--- config.mk ---
export PLATFORM = sky130hd
export DESIGN_NAME = circuit_credit_window_table
export DESIGN_NICKNAME = d
export VERILOG_FILES = /design/src/rtl/ccw_pkg.sv /design/src/rtl/ccw_table.sv /design/src/rtl/ccw_calc.sv /design/src/rtl/circuit_credit_window_table.sv
export SDC_FILE = /design/constraint.sdc
export NUM_CORES = 1
export LEC_CHECK = 0
export BUFFER_PORTS_ARGS = -buffer_cell sky130_fd_sc_hd__buf_2
export CAP_MARGIN = 20
export CORE_AREA = 8 8 278 280
export CTS_BUF_LIST = sky130_fd_sc_hd__clkbuf_16
export DETAILED_ROUTE_END_ITERATION = 7
export DIE_AREA = 0 0 286 288
export PLACE_DENSITY_LB_ADDON = 0.15
export REMOVE_ABC_BUFFERS = 1
export SYNTH_ARGS = -nofsm -noshare
export SYNTH_HDL_FRONTEND = slang
export SYNTH_HIERARCHICAL = 1
export SYNTH_SLANG_ARGS = --single-unit
export TNS_END_PERCENT = 50
--- constraint.sdc ---
create_clock -name clk -period 8.4 [get_ports clk]
set_input_delay 0.84 -clock clk [delete_from_list [all_inputs] [get_ports clk]]
set_output_delay 0.84 -clock clk [all_outputs]
set_load 0.05 [all_outputs]
--- src/rtl/ccw_pkg.sv ---
// shared types and constants for the circuit credit window table
`default_nettype none

package ccw_pkg;

  // widths fixed by the interface
  localparam int unsigned WIN_W  = 16;
  localparam int unsigned CIRC_W = 4;
  localparam int unsigned ADDR_W = 3;
  localparam int unsigned DATA_W = 32;

  // event kinds carried in the request type field
  typedef enum logic [1:0] {
    EV_OPEN    = 2'd0,
    EV_PACKAGE = 2'd1,
    EV_SENDME  = 2'd2,
    EV_DELIVER = 2'd3
  } ev_kind_t;

  // register index taken from the word address
  typedef enum logic {
    REG_START = 1'b0,
    REG_INCR  = 1'b1
  } reg_idx_t;

  // reset values of the configuration registers
  localparam logic [WIN_W-1:0] START_RESET = 16'd1000;
  localparam logic [WIN_W-1:0] INCR_RESET  = 16'd100;

  // one circuit's window state
  typedef struct packed {
    logic [WIN_W-1:0] pkg_win;
    logic [WIN_W-1:0] dlv_win;
    logic             blocked;
  } circ_entry_t;

  // flags produced by one event
  typedef struct packed {
    logic send_sendme;
    logic resume_read;
  } ev_flags_t;

endpackage

`default_nettype wire

--- src/rtl/ccw_table.sv ---
// per-circuit window state table, one read and one write port
`default_nettype none

module ccw_table #(
  parameter int unsigned NUM_CIRCUITS = 16,
  parameter int unsigned IDX_W        = 4
) (
  input  wire logic                clk,
  input  wire logic                rst_n,
  input  wire logic [IDX_W-1:0]    rd_idx,
  output ccw_pkg::circ_entry_t     rd_entry,
  input  wire logic                wr_en,
  input  wire logic [IDX_W-1:0]    wr_idx,
  input  wire ccw_pkg::circ_entry_t wr_entry
);

  ccw_pkg::circ_entry_t entry_r [NUM_CIRCUITS];

  // state update, cleared on reset
  always_ff @(posedge clk) begin
    if (!rst_n) begin
      for (int i = 0; i < int'(NUM_CIRCUITS); i++) begin
        entry_r[i] <= '0;
      end
    end else if (wr_en) begin
      entry_r[wr_idx] <= wr_entry;
    end
  end

  // read port
  assign rd_entry = entry_r[rd_idx];

endmodule

`default_nettype wire

--- src/rtl/ccw_calc.sv ---
// next-state and result logic for one credit window event
`default_nettype none

module ccw_calc (
  input  wire ccw_pkg::ev_kind_t            kind,
  input  wire ccw_pkg::circ_entry_t         cur,
  input  wire logic [ccw_pkg::WIN_W-1:0]    win_start,
  input  wire logic [ccw_pkg::WIN_W-1:0]    win_incr,
  output ccw_pkg::circ_entry_t              nxt,
  output ccw_pkg::ev_flags_t                flags
);

  logic [ccw_pkg::WIN_W-1:0] pkg_dec;
  logic [ccw_pkg::WIN_W-1:0] dlv_dec;
  logic [ccw_pkg::WIN_W-1:0] incr_eff;
  logic [ccw_pkg::WIN_W-1:0] thresh;
  logic [ccw_pkg::WIN_W:0]   pkg_sum;
  logic [ccw_pkg::WIN_W:0]   dlv_sum;
  logic [ccw_pkg::WIN_W-1:0] pkg_cap;
  logic [ccw_pkg::WIN_W-1:0] dlv_cap;

  // saturating decrements
  assign pkg_dec = (cur.pkg_win != '0) ? cur.pkg_win - 1'b1 : '0;
  assign dlv_dec = (cur.dlv_win != '0) ? cur.dlv_win - 1'b1 : '0;

  // refill threshold, increment clamped to start
  assign incr_eff = (win_incr > win_start) ? win_start : win_incr;
  assign thresh   = win_start - incr_eff;

  // credit added and capped at start
  assign pkg_sum = {1'b0, cur.pkg_win} + {1'b0, win_incr};
  assign dlv_sum = {1'b0, dlv_dec} + {1'b0, win_incr};
  assign pkg_cap = (pkg_sum > {1'b0, win_start}) ? win_start : pkg_sum[ccw_pkg::WIN_W-1:0];
  assign dlv_cap = (dlv_sum > {1'b0, win_start}) ? win_start : dlv_sum[ccw_pkg::WIN_W-1:0];

  // per-kind update
  always_comb begin
    nxt   = cur;
    flags = '0;
    unique case (kind)
      ccw_pkg::EV_OPEN: begin
        nxt.pkg_win = win_start;
        nxt.dlv_win = win_start;
        nxt.blocked = 1'b0;
      end
      ccw_pkg::EV_PACKAGE: begin
        nxt.pkg_win = pkg_dec;
        if (pkg_dec == '0) begin
          nxt.blocked = 1'b1;
        end
      end
      ccw_pkg::EV_SENDME: begin
        nxt.pkg_win       = pkg_cap;
        nxt.blocked       = 1'b0;
        flags.resume_read = cur.blocked;
      end
      ccw_pkg::EV_DELIVER: begin
        if (dlv_dec <= thresh) begin
          nxt.dlv_win       = dlv_cap;
          flags.send_sendme = 1'b1;
        end else begin
          nxt.dlv_win = dlv_dec;
        end
      end
      default: begin
        nxt   = cur;
        flags = '0;
      end
    endcase
  end

endmodule

`default_nettype wire

--- src/rtl/circuit_credit_window_table.sv ---
// top level: per-circuit end-to-end credit window table
// throughput: one word per cycle unless the result side stalls
// a word goes through the input register, then the table is read, updated and
//   written back in the single compute stage before the result register
// reset: synchronous active-low rst_n clears all windows and block flags,
//   loads window start 1000 and increment 100, and empties both stages
`default_nettype none

module circuit_credit_window_table #(
  parameter int unsigned NUM_CIRCUITS = 16
) (
  input  wire logic                          clk,
  input  wire logic                          rst_n,
  // input channel
  input  wire logic                          in_valid,
  output logic                               in_ready,
  input  wire logic [1:0]                    in_req_type,
  input  wire logic [ccw_pkg::CIRC_W-1:0]    in_circuit_index,
  // result channel
  output logic                               out_valid,
  input  wire logic                          out_ready,
  output logic [ccw_pkg::WIN_W-1:0]          out_package_level,
  output logic [ccw_pkg::WIN_W-1:0]          out_deliver_level,
  output logic                               out_read_blocked,
  output logic                               out_send_sendme,
  output logic                               out_resume_read,
  // configuration port
  input  wire logic                          psel,
  input  wire logic                          penable,
  input  wire logic                          pwrite,
  input  wire logic [ccw_pkg::ADDR_W-1:0]    paddr,
  input  wire logic [ccw_pkg::DATA_W-1:0]    pwdata,
  output logic [ccw_pkg::DATA_W-1:0]         prdata,
  output logic                               pready
);

  localparam int unsigned IDX_W = (NUM_CIRCUITS > 1) ? $clog2(NUM_CIRCUITS) : 1;

  logic [ccw_pkg::WIN_W-1:0]  start_r;
  logic [ccw_pkg::WIN_W-1:0]  incr_r;
  ccw_pkg::reg_idx_t          reg_sel;

  logic                       in_vld_r;
  ccw_pkg::ev_kind_t          kind_r;
  logic [ccw_pkg::CIRC_W-1:0] circ_r;

  logic                       advance;
  logic                       in_range;
  logic [IDX_W-1:0]           tbl_idx;
  ccw_pkg::circ_entry_t       cur_entry;
  ccw_pkg::circ_entry_t       nxt_entry;
  ccw_pkg::ev_flags_t         ev_flags;

  logic                       out_vld_r;
  logic [ccw_pkg::WIN_W-1:0]  pkg_lvl_r;
  logic [ccw_pkg::WIN_W-1:0]  dlv_lvl_r;
  logic                       blk_r;
  logic                       sendme_r;
  logic                       resume_r;

  // configuration registers
  assign pready  = 1'b1;
  assign reg_sel = ccw_pkg::reg_idx_t'(paddr[2]);

  always_ff @(posedge clk) begin
    if (!rst_n) begin
      start_r <= ccw_pkg::START_RESET;
      incr_r  <= ccw_pkg::INCR_RESET;
    end else if (psel && penable && pwrite) begin
      unique case (reg_sel)
        ccw_pkg::REG_START: start_r <= pwdata[ccw_pkg::WIN_W-1:0];
        ccw_pkg::REG_INCR:  incr_r  <= pwdata[ccw_pkg::WIN_W-1:0];
        default:            start_r <= start_r;
      endcase
    end
  end

  // register readback
  always_comb begin
    unique case (reg_sel)
      ccw_pkg::REG_START: prdata = {{(ccw_pkg::DATA_W-ccw_pkg::WIN_W){1'b0}}, start_r};
      ccw_pkg::REG_INCR:  prdata = {{(ccw_pkg::DATA_W-ccw_pkg::WIN_W){1'b0}}, incr_r};
      default:            prdata = '0;
    endcase
  end

  // stage handshake
  assign advance  = in_vld_r && (!out_vld_r || out_ready);
  assign in_ready = !in_vld_r || advance;

  // input register
  always_ff @(posedge clk) begin
    if (!rst_n) begin
      in_vld_r <= 1'b0;
    end else if (in_ready) begin
      in_vld_r <= in_valid;
    end
  end

  always_ff @(posedge clk) begin
    if (in_valid && in_ready) begin
      kind_r <= ccw_pkg::ev_kind_t'(in_req_type);
      circ_r <= in_circuit_index;
    end
  end

  // table lookup
  assign in_range = {{(32-ccw_pkg::CIRC_W){1'b0}}, circ_r} < NUM_CIRCUITS;
  assign tbl_idx  = IDX_W'(circ_r);

  ccw_table #(
    .NUM_CIRCUITS (NUM_CIRCUITS),
    .IDX_W        (IDX_W)
  ) u_table (
    .clk      (clk),
    .rst_n    (rst_n),
    .rd_idx   (tbl_idx),
    .rd_entry (cur_entry),
    .wr_en    (advance && in_range),
    .wr_idx   (tbl_idx),
    .wr_entry (nxt_entry)
  );

  ccw_calc u_calc (
    .kind      (kind_r),
    .cur       (cur_entry),
    .win_start (start_r),
    .win_incr  (incr_r),
    .nxt       (nxt_entry),
    .flags     (ev_flags)
  );

  // result register
  always_ff @(posedge clk) begin
    if (!rst_n) begin
      out_vld_r <= 1'b0;
    end else if (advance) begin
      out_vld_r <= 1'b1;
    end else if (out_ready) begin
      out_vld_r <= 1'b0;
    end
  end

  always_ff @(posedge clk) begin
    if (advance) begin
      if (in_range) begin
        pkg_lvl_r <= nxt_entry.pkg_win;
        dlv_lvl_r <= nxt_entry.dlv_win;
        blk_r     <= nxt_entry.blocked;
        sendme_r  <= ev_flags.send_sendme;
        resume_r  <= ev_flags.resume_read;
      end else begin
        pkg_lvl_r <= '0;
        dlv_lvl_r <= '0;
        blk_r     <= 1'b0;
        sendme_r  <= 1'b0;
        resume_r  <= 1'b0;
      end
    end
  end

  assign out_valid         = out_vld_r;
  assign out_package_level = pkg_lvl_r;
  assign out_deliver_level = dlv_lvl_r;
  assign out_read_blocked  = blk_r;
  assign out_send_sendme   = sendme_r;
  assign out_resume_read   = resume_r;

endmodule

`default_nettype wire

== Word-level counts from Yosys, hierarchy flattened ==
Memories as Yosys holds them, arrays and structs flattened. A register that Yosys moved wholly into a read port is not among the register bits.
Index checks and enable logic that the tools add are counted.
Widths: inputs -> output; s select.

* Bits of input ports: 48
* RAM bits: 528
* Word-level logic and storage cells: 64
* Memories: 1
* Register bits: 75

* Magnitude comparators: 4
* Mux-type cells: 22
* $add $sub $neg: 5
* Reductions and logical operators: 17
* Equal/unequal tests: 3
* Bitwise logic cells: 1

{| class="wikitable"
|+ Memory list
! memory !! words !! width !! read ports !! clocked after memory_dff !! write ports !! line !! RTL
|-
| u_table.entry_r || 16 || 33 || 1 || 1 || 16 || ccw_table.sv:17 || <nowiki>ccw_pkg::circ_entry_t entry_r [NUM_CIRCUITS];</nowiki>
|}

{| class="wikitable"
|+ Operators by type and width
! cell !! count
|-
| $mux 16 || 6
|-
| $pmux 32 s2 || 1
|-
| $pmux 16 s3 || 1
|-
| $add 16x16->17 || 2
|-
| $gt 17x16->1 || 2
|-
| $mux 33 || 1
|-
| $reduce_or 33->1 || 1
|-
| $pmux 16 s2 || 1
|-
| $reduce_bool 16->1 || 2
|-
| $sub 16x1->16 const B || 2
|-
| $gt 16x16->1 || 1
|-
| $le 16x16->1 || 1
|-
| $logic_not 16->1 || 1
|-
| $sub 16x16->16 || 1
|-
| $mux 1 || 9
|-
| $mux 4 || 2
|-
| $eq 2x2->1 const B || 2
|-
| $logic_and 1x1->1 || 4
|-
| $reduce_and 2->1 || 2
|-
| $eq 2x1->1 const B || 1
|-
| $logic_not 1->1 || 2
|-
| $logic_not 2->1 || 1
|-
| $logic_or 1x1->1 || 2
|-
| $pmux 1 s2 || 1
|-
| 3 further kinds || 3
|}

== Longest topological paths before layout ==
Gate-level depths: netlist (run 1).

* Depth after elaboration: 8
* Depth in mapped cells: 35

== Cells and area by module ==
Netlist (run 1), hierarchy kept.

{| class="wikitable"
|+ By module, submodules not included
! module !! area an instance (um2) !! cells each !! times used
|-
| ccw_table || 23578.9 || 1458 || 1
|-
| ccw_calc || 5866.9 || 840 || 1
|-
| circuit_credit_window_table || 2952.8 || 218 || 1
|}

== Worst setup path before layout (run 1) ==
Ideal clock, no wire load.

* Path kind: reg-to-reg
* Start: register circ_r[0] (netlist name)
* End: memory u_table/entry_r[10][9] (netlist name), data pin
* Path slack: 1.471 ns
* Cell stages (with the launch flop): 31
* Data required time: 8.145 ns
* Data arrival time: 6.675 ns
* Path buffers: 5
* Clock period less this slack: 6.929 ns
* Path through: edfxtp_1 > buf_2 > buf_2 > mux4_2 > a22oi_1 > nand2_1 > or3_1 > nor4_2 > and4b_1 > nor3b_2 > buf_4 > nor2_1 > ha_1 > a211oi_1 > o21bai_1 > a2111oi_2 > nor2_1 > a211oi_1 > xnor2_1 > ha_1 > nor4_1 > o21ai_0 > a22o_1 > o22ai_1 > o211a_1 > buf_6 > mux2_1 > a21oi_1 > o221ai_1 > clkbuf_1 > and2_1

{| class="wikitable"
|+ RTL lines
! what !! line !! RTL
|-
| start: declaration || circuit_credit_window_table.sv:45 || <nowiki>logic [ccw_pkg::CIRC_W-1:0] circ_r;</nowiki>
|-
| start signal: assignment || circuit_credit_window_table.sv:103 || <nowiki>circ_r <= in_circuit_index;</nowiki>
|-
| end: declaration || ccw_table.sv:17 ||
|}

==> impl_metrics.ini, run 1 <==
[pwr]
ir_drop_mv = 0.166
fin_total_pwr_uw = 7830
leakagePower_uw = 0.0141
pwr_density_cell_mw_per_mm2 = 214

[logic_synthesis]
synth_flop_cell = sky130_fd_sc_hd__edfxtp_1
post_synth.cell_area_avg_um2 = 12.9
synth-seq-cells = 603
synth.yosys.seq_area_share_pct = 54.8
synth.lib_cells_used.distinct = 94
synthArstFlopShare_pct = 0
netlist_area_mm2 = 0.0324
synth_top_area_share_pct = 52.7
netlist_instances = 2516
synthDominantAreaCellType = sky130_fd_sc_hd__edfxtp_1
synth-edff-count = 569
synth.yosys.warnings = 6
yosys-top-cells-area = sky130_fd_sc_hd__edfxtp_1, sky130_fd_sc_hd__and2_1, sky130_fd_sc_hd__mux4_2

[clocking]
cts_tree = yes
cts-buffers-inserted = 68
clk_latency_ns = 0.60
cts-root-to-sink-buffers = 3
numClockSinks = 603
cts_root_buffer = sky130_fd_sc_hd__clkbuf_16
ctsHtreeMaxLevel = 3
clk_transition_reported_paths_ns = 0.06

[sta]
slew_violations = 0
max_clk_rate_ghz = 0.124
clock-skew-final_ns = 0.0200
unrepaired_setup_endpoints_after_global_routing = no
fin_hold_ws_ns = 0.415
layout_setup_ws_ns = 0.322
fin_crit_ns = 8.08
tns_ns = 0
count_of_endpoints_failing_setup_in_the_final_report = 0
timing_hold_violations_final = 0
finalCritPeriodShare_pct = 96.2
relSlewSlack_pct = 26.4
worst_slew_pin_slew_ns = 1.10

[setup_path]
startpoint_type = flop
worstSetupEndpointType = flop
critical_path_arrival_ns = 8.42
ff2ff_setup_slack_ns = 0.32
crit_fanout = 18
rr_startpoint = circ_r[2]$_DFFE_PP_
worst-endpoint-required_ns = 8.74
crit_type = reg2reg
timing.critical_path.from = circ_r[2]$_DFFE_PP_

[flow_run]
number_of_max_capacitance_violations_reported = 0

[global_routing]
wire_length_of_the_first_global_routing_pass_um = 143000
overflow = 0
grt_start_max_net_pins = 68
antenna_violations_before_repair = 0
grt_total_usage_pct = 23.5
grt_pass1_vias = 21600

[die]
die_h_um = 288
dieArea_mm2 = 0.0824
ioPinCount = 118
die_w_um = 286
core_mm2 = 0.0726
initial_utilization_pct = 44.6
placementRows = 99

[final_layout]
post_route_cells_drive_above_1_share_pct = 19.6
antenna_cells = 0
finish.utilization_pct = 50.5
area_growth_syn_to_layout_pct = 13.2
nNetsFinal = 2792

[routing]
dr.first_iter.drc_count = 1998
count_of_unresolved_drc_violations_after_routing = 0
routed_wl_um = 99800
viasPerCell = 5.93
antenna_violating_nets_post_route = 0
avg_wl_per_cell_um = 27.5
detailroute.via_count = 21500
drtPass1Iterations = 6

[placed_design]
number_of_buffers_inserted_by_port_buffering = 82
dp.final_hpwl_um = 63600
pre_cts_setup_slack_ns = 0.307
finalWeightedCongestion = 0.905

[min_path]
timing.hold.worst.class = in2reg
timing.hold.worst.start = in_circuit_index[1]

[outcome]
run_status = finished clean
## synthesized netlist by cell type (all sizes together) (8+ instances only)
| library cell | number |
|---|---|
| a21o | 23 |
| xor2 | 18 |
| nand3 | 17 |
| a211oi | 14 |
| o211ai | 9 |
| nand2 | 138 |
| a21oi | 76 |
| and2 | 534 |
| nor2b | 31 |
| or3 | 11 |
| mux2 | 21 |
| mux2i | 47 |
| nand2b | 14 |
| nor2 | 110 |
| inv | 54 |
| a31oi | 8 |
| a22oi | 67 |
| ha | 118 |
| clkbuf | 126 |
| edfxtp | 569 |
| nand4 | 14 |
| xnor2 | 31 |
| a221oi | 12 |
| o21ai | 68 |
| nor3 | 33 |
| dfxtp | 34 |
| mux4 | 132 |
| buf | 60 |
| o21a | 10 |
## state kept, by name (all words and copies together) (netlist names)
name               count
circ_r                 4
in_vld_r               1
incr_r                16
kind_r                 2
out_deliver_level     16
out_package_level     16
out_read_blocked       1
out_resume_read        1
out_send_sendme        1
out_valid              1
start_r               16
u_table/entry_r      528
## routing by layer
metal | track usage [%] | vias to the layer above | wire [µm]
met3 | 4.03 | 168 | 7500
met5 | 0 | - | 0
met4 | 8.51 | 0 | 3470
li1 | - | 9531 | -
met2 | 38.3 | 888 | 47100
met1 | 31.5 | 10900 | 41700
## worst paths after layout
| kind | endpoint | depth (start not counted) |
|---|---|---|
| hold / removal | circ_r[1]$_DFFE_PP_ | 1 |
| setup reg to reg | u_table/entry_r[15][14]$_SDFFCE_PN0P_ | 26 |
| setup / recovery | u_table/entry_r[15][14]$_SDFFCE_PN0P_ | 26 |
| hold reg to reg | out_valid$_SDFFE_PN0P_ | 1 |
## critical path: stages (launching register included)
cell,delay [ns]
sky130_fd_sc_hd__edfxtp_1,0.72
sky130_fd_sc_hd__nor2b_4,0.78
sky130_fd_sc_hd__a22oi_1,0.27
sky130_fd_sc_hd__nand2_1,0.35
sky130_fd_sc_hd__or3_1,0.20
sky130_fd_sc_hd__nor4_2,0.05
sky130_fd_sc_hd__and4b_2,0.30
sky130_fd_sc_hd__nor3b_2,0.17
sky130_fd_sc_hd__buf_4,0.20
sky130_fd_sc_hd__nor2_1,0.35
sky130_fd_sc_hd__ha_1,0.34
sky130_fd_sc_hd__a211oi_1,0.24
sky130_fd_sc_hd__o21bai_1,0.20
sky130_fd_sc_hd__a2111oi_4,0.45
sky130_fd_sc_hd__nor2_1,0.18
sky130_fd_sc_hd__xor2_1,0.21
sky130_fd_sc_hd__ha_1,0.34
sky130_fd_sc_hd__nand4_1,0.14
sky130_fd_sc_hd__nor3_1,0.30
sky130_fd_sc_hd__a41oi_1,0.16
sky130_fd_sc_hd__o22ai_1,0.26
sky130_fd_sc_hd__o211a_1,0.28
sky130_fd_sc_hd__buf_4,0.19
sky130_fd_sc_hd__mux2i_1,0.20
sky130_fd_sc_hd__a21oi_1,0.20
sky130_fd_sc_hd__a221o_2,0.50
sky130_fd_sc_hd__and2_1,0.18
## layout by cell type (no fill, tap or decap), types with 9 or more instances in the layout
cell type / netlist / layout
sky130_fd_sc_hd__a211oi_1: 12 / 11
sky130_fd_sc_hd__a21o_1: 23 / 23
sky130_fd_sc_hd__a21oi_1: 75 / 75
sky130_fd_sc_hd__a221oi_1: 12 / 12
sky130_fd_sc_hd__a22oi_1: 67 / 67
sky130_fd_sc_hd__and2_1: 534 / 533
sky130_fd_sc_hd__buf_2: 22 / 81
sky130_fd_sc_hd__buf_4: 23 / 116
sky130_fd_sc_hd__bufinv_16: 0 / 9
sky130_fd_sc_hd__clkbuf_16: 0 / 70
sky130_fd_sc_hd__clkinv_1: 1 / 12
sky130_fd_sc_hd__conb_1: 2 / 17
sky130_fd_sc_hd__dfxtp_1: 34 / 34
sky130_fd_sc_hd__edfxtp_1: 569 / 569
sky130_fd_sc_hd__ha_1: 118 / 118
sky130_fd_sc_hd__inv_1: 52 / 63
sky130_fd_sc_hd__mux2_2: 17 / 17
sky130_fd_sc_hd__mux2i_1: 47 / 47
sky130_fd_sc_hd__mux4_2: 132 / 132
sky130_fd_sc_hd__nand2_1: 138 / 138
sky130_fd_sc_hd__nand2b_1: 14 / 10
sky130_fd_sc_hd__nand3_1: 16 / 16
sky130_fd_sc_hd__nand4_1: 13 / 13
sky130_fd_sc_hd__nor2_1: 110 / 97
sky130_fd_sc_hd__nor2_2: 0 / 12
sky130_fd_sc_hd__nor2b_1: 31 / 28
sky130_fd_sc_hd__nor3_1: 26 / 26
sky130_fd_sc_hd__o211ai_1: 9 / 9
sky130_fd_sc_hd__o21a_1: 10 / 10
sky130_fd_sc_hd__o21ai_0: 45 / 33
sky130_fd_sc_hd__o21ai_1: 23 / 22
sky130_fd_sc_hd__o21ai_4: 0 / 12
sky130_fd_sc_hd__xnor2_1: 31 / 31
sky130_fd_sc_hd__xor2_1: 18 / 18
## cell type report
class	instances	area, µm²
multi-input combinational	1689	13900
clock buffer	69	1730
inverter	55	206
clock inverter	46	445
timing repair buffer	206	1460
fill	6292	35900
sequential	603	17800
tap	959	1200
## power by group
part           internal (µW)  switching [µW]
sequential              3400            36.5
clock                   1760            1190
combinational            488             944
## cell families after synthesis
logic type	count (synthesis)	synth area share, %
AOI/OAI and AO/OA	356	7.58
xor gates and xnor gates	49	1.32
adders and majority gates	121	4.74
buffers and inverters	241	3.47
DFF	603	54.8
muxes	200	11.4
other	2	0.0232
and+or+nand+nor	944	16.7
## through the flow
| step | std cells | area, µm² |
|---|---|---|
| 3_5_place_dp | 3505 | 34400 |
| 2_1_floorplan | 2345 | 31500 |
| 6_report | 3627 | 36700 |
| 3_3_place_gp | 3504 | 34400 |
| 5_1_grt | 3627 | 36700 |
| 4_1_cts | 3620 | 36500 |
## what timing repair did
item	in CTS	in global routing
resized for setup	0	8
hold buffers	0	0
setup buffers	0	2
setup endpoints to repair	0	179
Note: power is estimated with default switching activity, not from simulation.
==> run 2: changes to the inputs <==
Settings changed: REMOVE_ABC_BUFFERS 1 to unset.
==> impl_metrics.ini, run 2 (synthesized netlist as in run 1, its figures left out) <==
[pwr]
fraction_of_power_consumed_by_the_clock_network_pct = 36.0
leakagePower_uw = 0.0141
combinationalPowerShare_pct = 19.3
pwr_density_cell_mw_per_mm2 = 210
ir_drop_mv = 0.140
netSwitchingFraction_pct = 28.8
p_int_uw = 5490
netSwitchingPower_uw = 2220
power.share.sequential_pct = 44.7

[global_routing]
global_route_track_usage_on_met1_pct = 30.2
overflow = 0
gr-usage-met2_pct = 40.3
antenna_violations_before_repair = 4
grt_pass1_vias = 21800
gr-usage-met3_pct = 4.39
globalRoute.busiestLayer = met2
grt_total_usage_pct = 23.5
wire_length_of_the_first_global_routing_pass_um = 144000
grt_start_max_net_pins = 76

[placed_design]
dp.final_hpwl_um = 65200
post-place-cells = 3523
number_of_buffers_inserted_by_port_buffering = 82
finalWeightedCongestion = 0.935
placement.cell_area_mm2 = 0.0345

[clocking]
cts_root_buffer = sky130_fd_sc_hd__clkbuf_16
cts-root-to-sink-buffers = 3
cts_tree = yes
clk_latency_ns = 0.62
ctsHtreeMaxLevel = 3
cts-buffers-inserted = 68
clk_transition_reported_paths_ns = 0.06
numClockSinks = 603

[die]
dieArea_mm2 = 0.0824
die_h_um = 288
core_mm2 = 0.0726
initial_utilization_pct = 44.6
ioPinCount = 118
placementRows = 99
die_w_um = 286

[routing]
drtPass1Iterations = 5
antenna_violating_nets_post_route = 0
avg_wl_per_cell_um = 27.1
count_of_unresolved_drc_violations_after_routing = 0
viasPerCell = 5.85
dr.first_iter.drc_count = 2076
detailroute.via_count = 21300
routed_wl_um = 98800

[setup_path]
worst-endpoint-required_ns = 8.86
worstSetupEndpointType = flop
crit_fanout = 33
critical-path-top-delay-family = compound AO/OA/AOI/OAI gates
max_stage_delay_ns = 0.64
worst_path_max_delay_cell = sky130_fd_sc_hd__buf_4
critical-path-top-cell-by-count = sky130_fd_sc_hd__buf_4
critical_path_arrival_ns = 8.42
startpoint_type = flop
critPathBufInv = 6
ff2ff_setup_slack_ns = 0.44
crit_type = reg2reg

[final_layout]
largest_register = u_table/entry_r
area_growth_syn_to_layout_pct = 13.0
final_cell_mix = sky130_fd_sc_hd__edfxtp_1, sky130_fd_sc_hd__and2_1, sky130_fd_sc_hd__nand2_1, sky130_fd_sc_hd__buf_4, sky130_fd_sc_hd__mux4_2
post_route_cells_drive_above_1_share_pct = 19.5
layout_commonest_cell = sky130_fd_sc_hd__edfxtp_1
layout.cells.non_filler = 3643
final_area_mm2 = 0.0366
largest_register_ffs = 528
antenna_cells = 0
nNetsFinal = 2806

[sta]
finalCritPeriodShare_pct = 94.7
relSlewSlack_pct = 30.5
max_clk_rate_ghz = 0.126
clock-skew-final_ns = 0.0320
timing_hold_violations_final = 0
slew_violations = 0
worst_slew_pin_slew_ns = 1.04
fin_crit_ns = 7.96
count_of_endpoints_failing_setup_in_the_final_report = 0

[flow_run]
number_of_max_capacitance_violations_reported = 0

[outcome]
run_status = finished clean

[min_path]
timing.hold.worst.class = in2reg
==> run 2: cell types whose count changed in the layout (fill, tap and decap cells not counted), sizes merged <==
cell      delta
a221o        -2
buf         +16
bufinv       -7
clkbuf       +1
clkinv       +3
clkinvlp     -3
inv          +8
==> run 2: layout make-up <==
| class | instances | area (µm²) |
|---|---|---|
| fill | 6352 | 36000 |
| sequential | 603 | 17800 |
| multi-input combinational | 1687 | 13800 |
| clock buffer | 70 | 1750 |
| timing repair buffer | 222 | 1570 |
| tap | 959 | 1200 |
| clock inverter | 47 | 300 |
| inverter | 55 | 206 |
==> run 2: through the flow <==
stage | util (%) | hold WS [ns] | TNS [ns] | power, µW | worst slack [ns]
2_1_floorplan | - | 0.477 | 0 | 4430 | 1.47
3_3_place_gp | 47.6 | 0.494 | 0 | 4960 | 0.343
3_5_place_dp | 47.6 | 0.510 | 0 | 4980 | 0.288
4_1_cts | 50.4 | 0.350 | 0 | 7750 | 0.238
5_1_grt | 50.4 | 0.361 | -0.0119 | 7980 | -0.00704
6_report | 50.4 | 0.390 | 0 | 7700 | 0.443
==> run 2: per-layer routing <==
metal	share of wire, %	vias to the layer above	wire (µm)
met3	7.0	168	6900
met1	41	10900	41000
met2	49	715	48100
li1	-	9554	-
met5	0	-	0
met4	2.8	0	2780
==> run 2: worst reg2reg max path: stages (launching register included) <==
cell and delay, ns:
sky130_fd_sc_hd__edfxtp_1 0.38, sky130_fd_sc_hd__buf_4 0.19, sky130_fd_sc_hd__buf_6 0.31, sky130_fd_sc_hd__buf_4 0.34
sky130_fd_sc_hd__buf_4 0.64, sky130_fd_sc_hd__mux4_2 0.65, sky130_fd_sc_hd__a22oi_1 0.28, sky130_fd_sc_hd__nand2_1 0.29
sky130_fd_sc_hd__ha_1 0.44, sky130_fd_sc_hd__a21o_1 0.20, sky130_fd_sc_hd__a21oi_1 0.19, sky130_fd_sc_hd__o21ai_1 0.12
sky130_fd_sc_hd__a221o_1 0.40, sky130_fd_sc_hd__o41ai_2 0.26, sky130_fd_sc_hd__xnor2_1 0.22, sky130_fd_sc_hd__ha_1 0.32
sky130_fd_sc_hd__and4_1 0.21, sky130_fd_sc_hd__nand3_1 0.13, sky130_fd_sc_hd__nor2_1 0.09, sky130_fd_sc_hd__o31ai_1 0.10
sky130_fd_sc_hd__o2111ai_1 0.26, sky130_fd_sc_hd__a211oi_2 0.31, sky130_fd_sc_hd__buf_4 0.22, sky130_fd_sc_hd__mux2_2 0.34
sky130_fd_sc_hd__a41oi_1 0.48, sky130_fd_sc_hd__buf_4 0.30, sky130_fd_sc_hd__and2_1 0.15
==> run 2: path summary, 6_finish.rpt <==
kind / endpoint / cells past startpoint / start
worst max-delay path: u_table/entry_r[8][26]$_SDFFCE_PN0P_ / 26 / circ_r[0]$_DFFE_PP_
worst min register to register: out_valid$_SDFFE_PN0P_ / 1 / in_vld_r$_SDFFE_PN0P_
worst max register to register: u_table/entry_r[8][26]$_SDFFCE_PN0P_ / 26 / circ_r[0]$_DFFE_PP_
worst min-delay path: kind_r[0]$_DFFE_PP_ / 1 / in_req_type[0]
==> run 2: power groups by stage <==
stage | combinational [µW] | clock (µW) | sequential, µW
after global placement | 1460 | 0 | 3500
final | 1490 | 2770 | 3440
after detailed placement | 1480 | 0 | 3510
after global routing | 1600 | 2930 | 3450
after CTS | 1480 | 2820 | 3440
after floorplan | 884 | 0 | 3550
==> run 2: what timing repair did <==
item / in CTS / in global routing
hold endpoints to repair: 0 / 0
gates resized for setup: 0 / 4
buffers inserted: 0 / 1
setup endpoints to repair: 0 / 210
hold buffers: 0 / 0
==> run 3: changes to the inputs <==
Settings changed: CORE_AREA 8 8 278 280 to 8 8 277 279, DIE_AREA 0 0 286 288 to 0 0 285 287, SYNTH_HIERARCHICAL 1 to unset.
==> impl_metrics.ini, run 3 <==
[sta]
count_of_endpoints_failing_setup_in_the_final_report = 0
tns_ns = 0
fin_crit_ns = 7.99
finalCritPeriodShare_pct = 95.2
slew_violations = 0
relSlewSlack_pct = 19.6
max_clk_rate_ghz = 0.125
clock-skew-final_ns = 0.0330
worst_slew_pin_slew_ns = 1.20
unrepaired_setup_endpoints_after_global_routing = no
timing_hold_violations_final = 0

[global_routing]
global_route_track_usage_on_met1_pct = 34.3
gr-usage-met3_pct = 3.90
overflow = 0
grt_start_max_net_pins = 39
globalRoute.busiestLayer = met2
wire_length_of_the_first_global_routing_pass_um = 152000
antenna_violations_before_repair = 1
grt_pass1_vias = 23000
gr-usage-met2_pct = 40.5
grt_total_usage_pct = 25.0

[routing]
drtPass1Iterations = 5
detailroute.via_count = 23000
antenna_violating_nets_post_route = 0
viasPerCell = 6.07
count_of_unresolved_drc_violations_after_routing = 0
dr.first_iter.drc_count = 2330
avg_wl_per_cell_um = 27.6
routed_wl_um = 105000

[die]
placementRows = 99
die_w_um = 285
core_mm2 = 0.0723
die_h_um = 287
ioPinCount = 118
initial_utilization_pct = 44.5
dieArea_mm2 = 0.0818

[placed_design]
post-place-cells = 3662
dp.final_hpwl_um = 66400
placement.cell_area_mm2 = 0.0343
number_of_buffers_inserted_by_port_buffering = 82
finalWeightedCongestion = 0.934

[logic_synthesis]
synth.yosys.warnings = 0
netlist_instances = 2644
commonest_cells_in_the_netlist = sky130_fd_sc_hd__edfxtp_1, sky130_fd_sc_hd__nor2_1, sky130_fd_sc_hd__nand2_1
synth-edff-count = 569
synth-seq-cells = 607
synth_top_area_share_pct = 53.1
synth.yosys.seq_area_share_pct = 55.5
synth.lib_cells_used.distinct = 100
synthArstFlopShare_pct = 0
synthDominantAreaCellType = sky130_fd_sc_hd__edfxtp_1
yosys-top-cells-area = sky130_fd_sc_hd__edfxtp_1, sky130_fd_sc_hd__mux4_2, sky130_fd_sc_hd__nor2_1
netlist_area_mm2 = 0.0322
post_synth.cell_area_avg_um2 = 12.2
synth_flop_cell = sky130_fd_sc_hd__edfxtp_1
synthMostInstantiatedCell = sky130_fd_sc_hd__edfxtp_1

[clocking]
cts_tree = yes
numClockSinks = 607
cts_root_buffer = sky130_fd_sc_hd__clkbuf_16
clk_transition_reported_paths_ns = 0.06
ctsHtreeMaxLevel = 3
cts-root-to-sink-buffers = 3
cts-buffers-inserted = 68
clk_latency_ns = 0.63

[setup_path]
max_stage_delay_ns = 0.63
crit_fanout = 24
rr_endpoint = u_table.entry_r[13][10]$_SDFFCE_PN0P_
critical_path_arrival_ns = 8.33
worst-endpoint-required_ns = 8.73
critical-path-top-delay-family = simple AND/OR/NAND/NOR gates
timing.reg2reg.worst_path_depth = 32
critPathBufInv = 7
startpoint_type = flop
worstSetupEndpointType = flop
crit_type = reg2reg
critical-path-top-cell-by-count = sky130_fd_sc_hd__buf_4
cp_num_cells = 32
worst_path_max_delay_cell = sky130_fd_sc_hd__dfxtp_4
worstSetupEndpoint = u_table.entry_r[13][10]$_SDFFCE_PN0P_
ff2ff_setup_slack_ns = 0.41

[final_layout]
layout.cells.non_filler = 3792
antenna_cells = 0
post_route_cells_drive_above_1_share_pct = 21.3
final_area_mm2 = 0.0366
largest_register = u_table.entry_r
nNetsFinal = 2949
area_growth_syn_to_layout_pct = 13.8
layout_commonest_cell = sky130_fd_sc_hd__edfxtp_1
largest_register_ffs = 528
final_cell_mix = sky130_fd_sc_hd__edfxtp_1, sky130_fd_sc_hd__nor2_1, sky130_fd_sc_hd__buf_4, sky130_fd_sc_hd__nand2_1, sky130_fd_sc_hd__mux4_2

[outcome]
run_status = finished clean

[min_path]
timing.hold.worst.class = in2reg

[pwr]
ir_drop_mv = 0.141
leakagePower_uw = 0.0141
fin_total_pwr_uw = 8580
pwr_density_cell_mw_per_mm2 = 234

[flow_run]
number_of_max_capacitance_violations_reported = 0
-- run 3: cell count changes in the layout (fill, tap and decap cells not counted), moves of 18 or more --
cell                       before  now
sky130_fd_sc_hd__o21ai_0       33   58
sky130_fd_sc_hd__nand2_2        0   29
sky130_fd_sc_hd__and2_1       534   15
sky130_fd_sc_hd__inv_1         73  102
sky130_fd_sc_hd__a22oi_1       67   13
sky130_fd_sc_hd__a21o_1        23   41
sky130_fd_sc_hd__a21boi_0       2   28
sky130_fd_sc_hd__buf_4        132  160
sky130_fd_sc_hd__nor3_1        26   86
sky130_fd_sc_hd__nor2_1        97  525
-- run 3: kinds of logic (layout without fill, tap and decap cells) --
logic type               after synthesis  after routing  synth area share, %
multiplexers                         189            189                 11.6
flip-flops                           607            607                 55.5
adder cells (fa/ha/maj)              122            122                 4.81
XOR/XNOR                              44             44                 1.20
buffers and inverters                304            478                 4.48
other                                  2             17               0.0233
AO/OA/AOI/OAI                        390            390                 8.71
AND/OR/NAND/NOR                      986            986                 13.7
-- run 3: power breakdown --
group	switching [µW]	total (µW)	internal (µW)
sequential	45.4	3480	3430
combinational	1380	2140	769
clock	1250	2960	1710
total	2670	8580	5910
-- run 3: repair_timing --
item	CTS	global route
resized for setup	1	7
cloned	0	1
hold buffers	0	0
setup endpoints to repair	6	440
pin swaps	0	3
buffers inserted	0	3
-- run 3: worst min path at each step --
stage | depth (start not counted) | end | slack [ns] | from
after floorplan | 2 | start_r[13]$_SDFFE_PN0P_ | 0.47 | start_r[13]$_SDFFE_PN0P_
after global placement | 1 | out_valid$_SDFFE_PN0P_ | 0.51 | in_vld_r$_SDFFE_PN0N_
after detailed placement | 1 | out_valid$_SDFFE_PN0P_ | 0.54 | in_vld_r$_SDFFE_PN0N_
after CTS | 1 | circ_r[1]$_DFFE_PP_ | 0.37 | in_circuit_index[1]
after global routing | 1 | circ_r[1]$_DFFE_PP_ | 0.40 | in_circuit_index[1]
final | 1 | circ_r[1]$_DFFE_PP_ | 0.40 | in_circuit_index[1]
-- run 3: final cells by class --
| type | instances | area, µm² |
|---|---|---|
| fillers | 6334 | 35700 |
| flip-flops and latches | 607 | 17900 |
| multi-input cells | 1748 | 13100 |
| repair buffers | 261 | 1940 |
| clock buffers | 68 | 1700 |
| well taps | 959 | 1200 |
| clock inverters | 56 | 505 |
| inverters | 93 | 349 |
-- run 3: stage by stage --
step	hold slack (ns)	setup WS [ns]	util (%)
floorplan	0.471	0.0180	-
global placement	0.514	0.00637	47.4
detailed placement	0.539	-0.113	47.4
CTS	0.375	0.0159	50.5
global route	0.396	0.00505	50.6
finish	0.401	0.405	50.6
-- run 3: routing by layer --
layer | wire [µm] | vias up
met2 | 49100 | 1047
met1 | 43800 | 11700
met5 | 0 | -
met4 | 3160 | 0
met3 | 8550 | 154
li1 | - | 10100
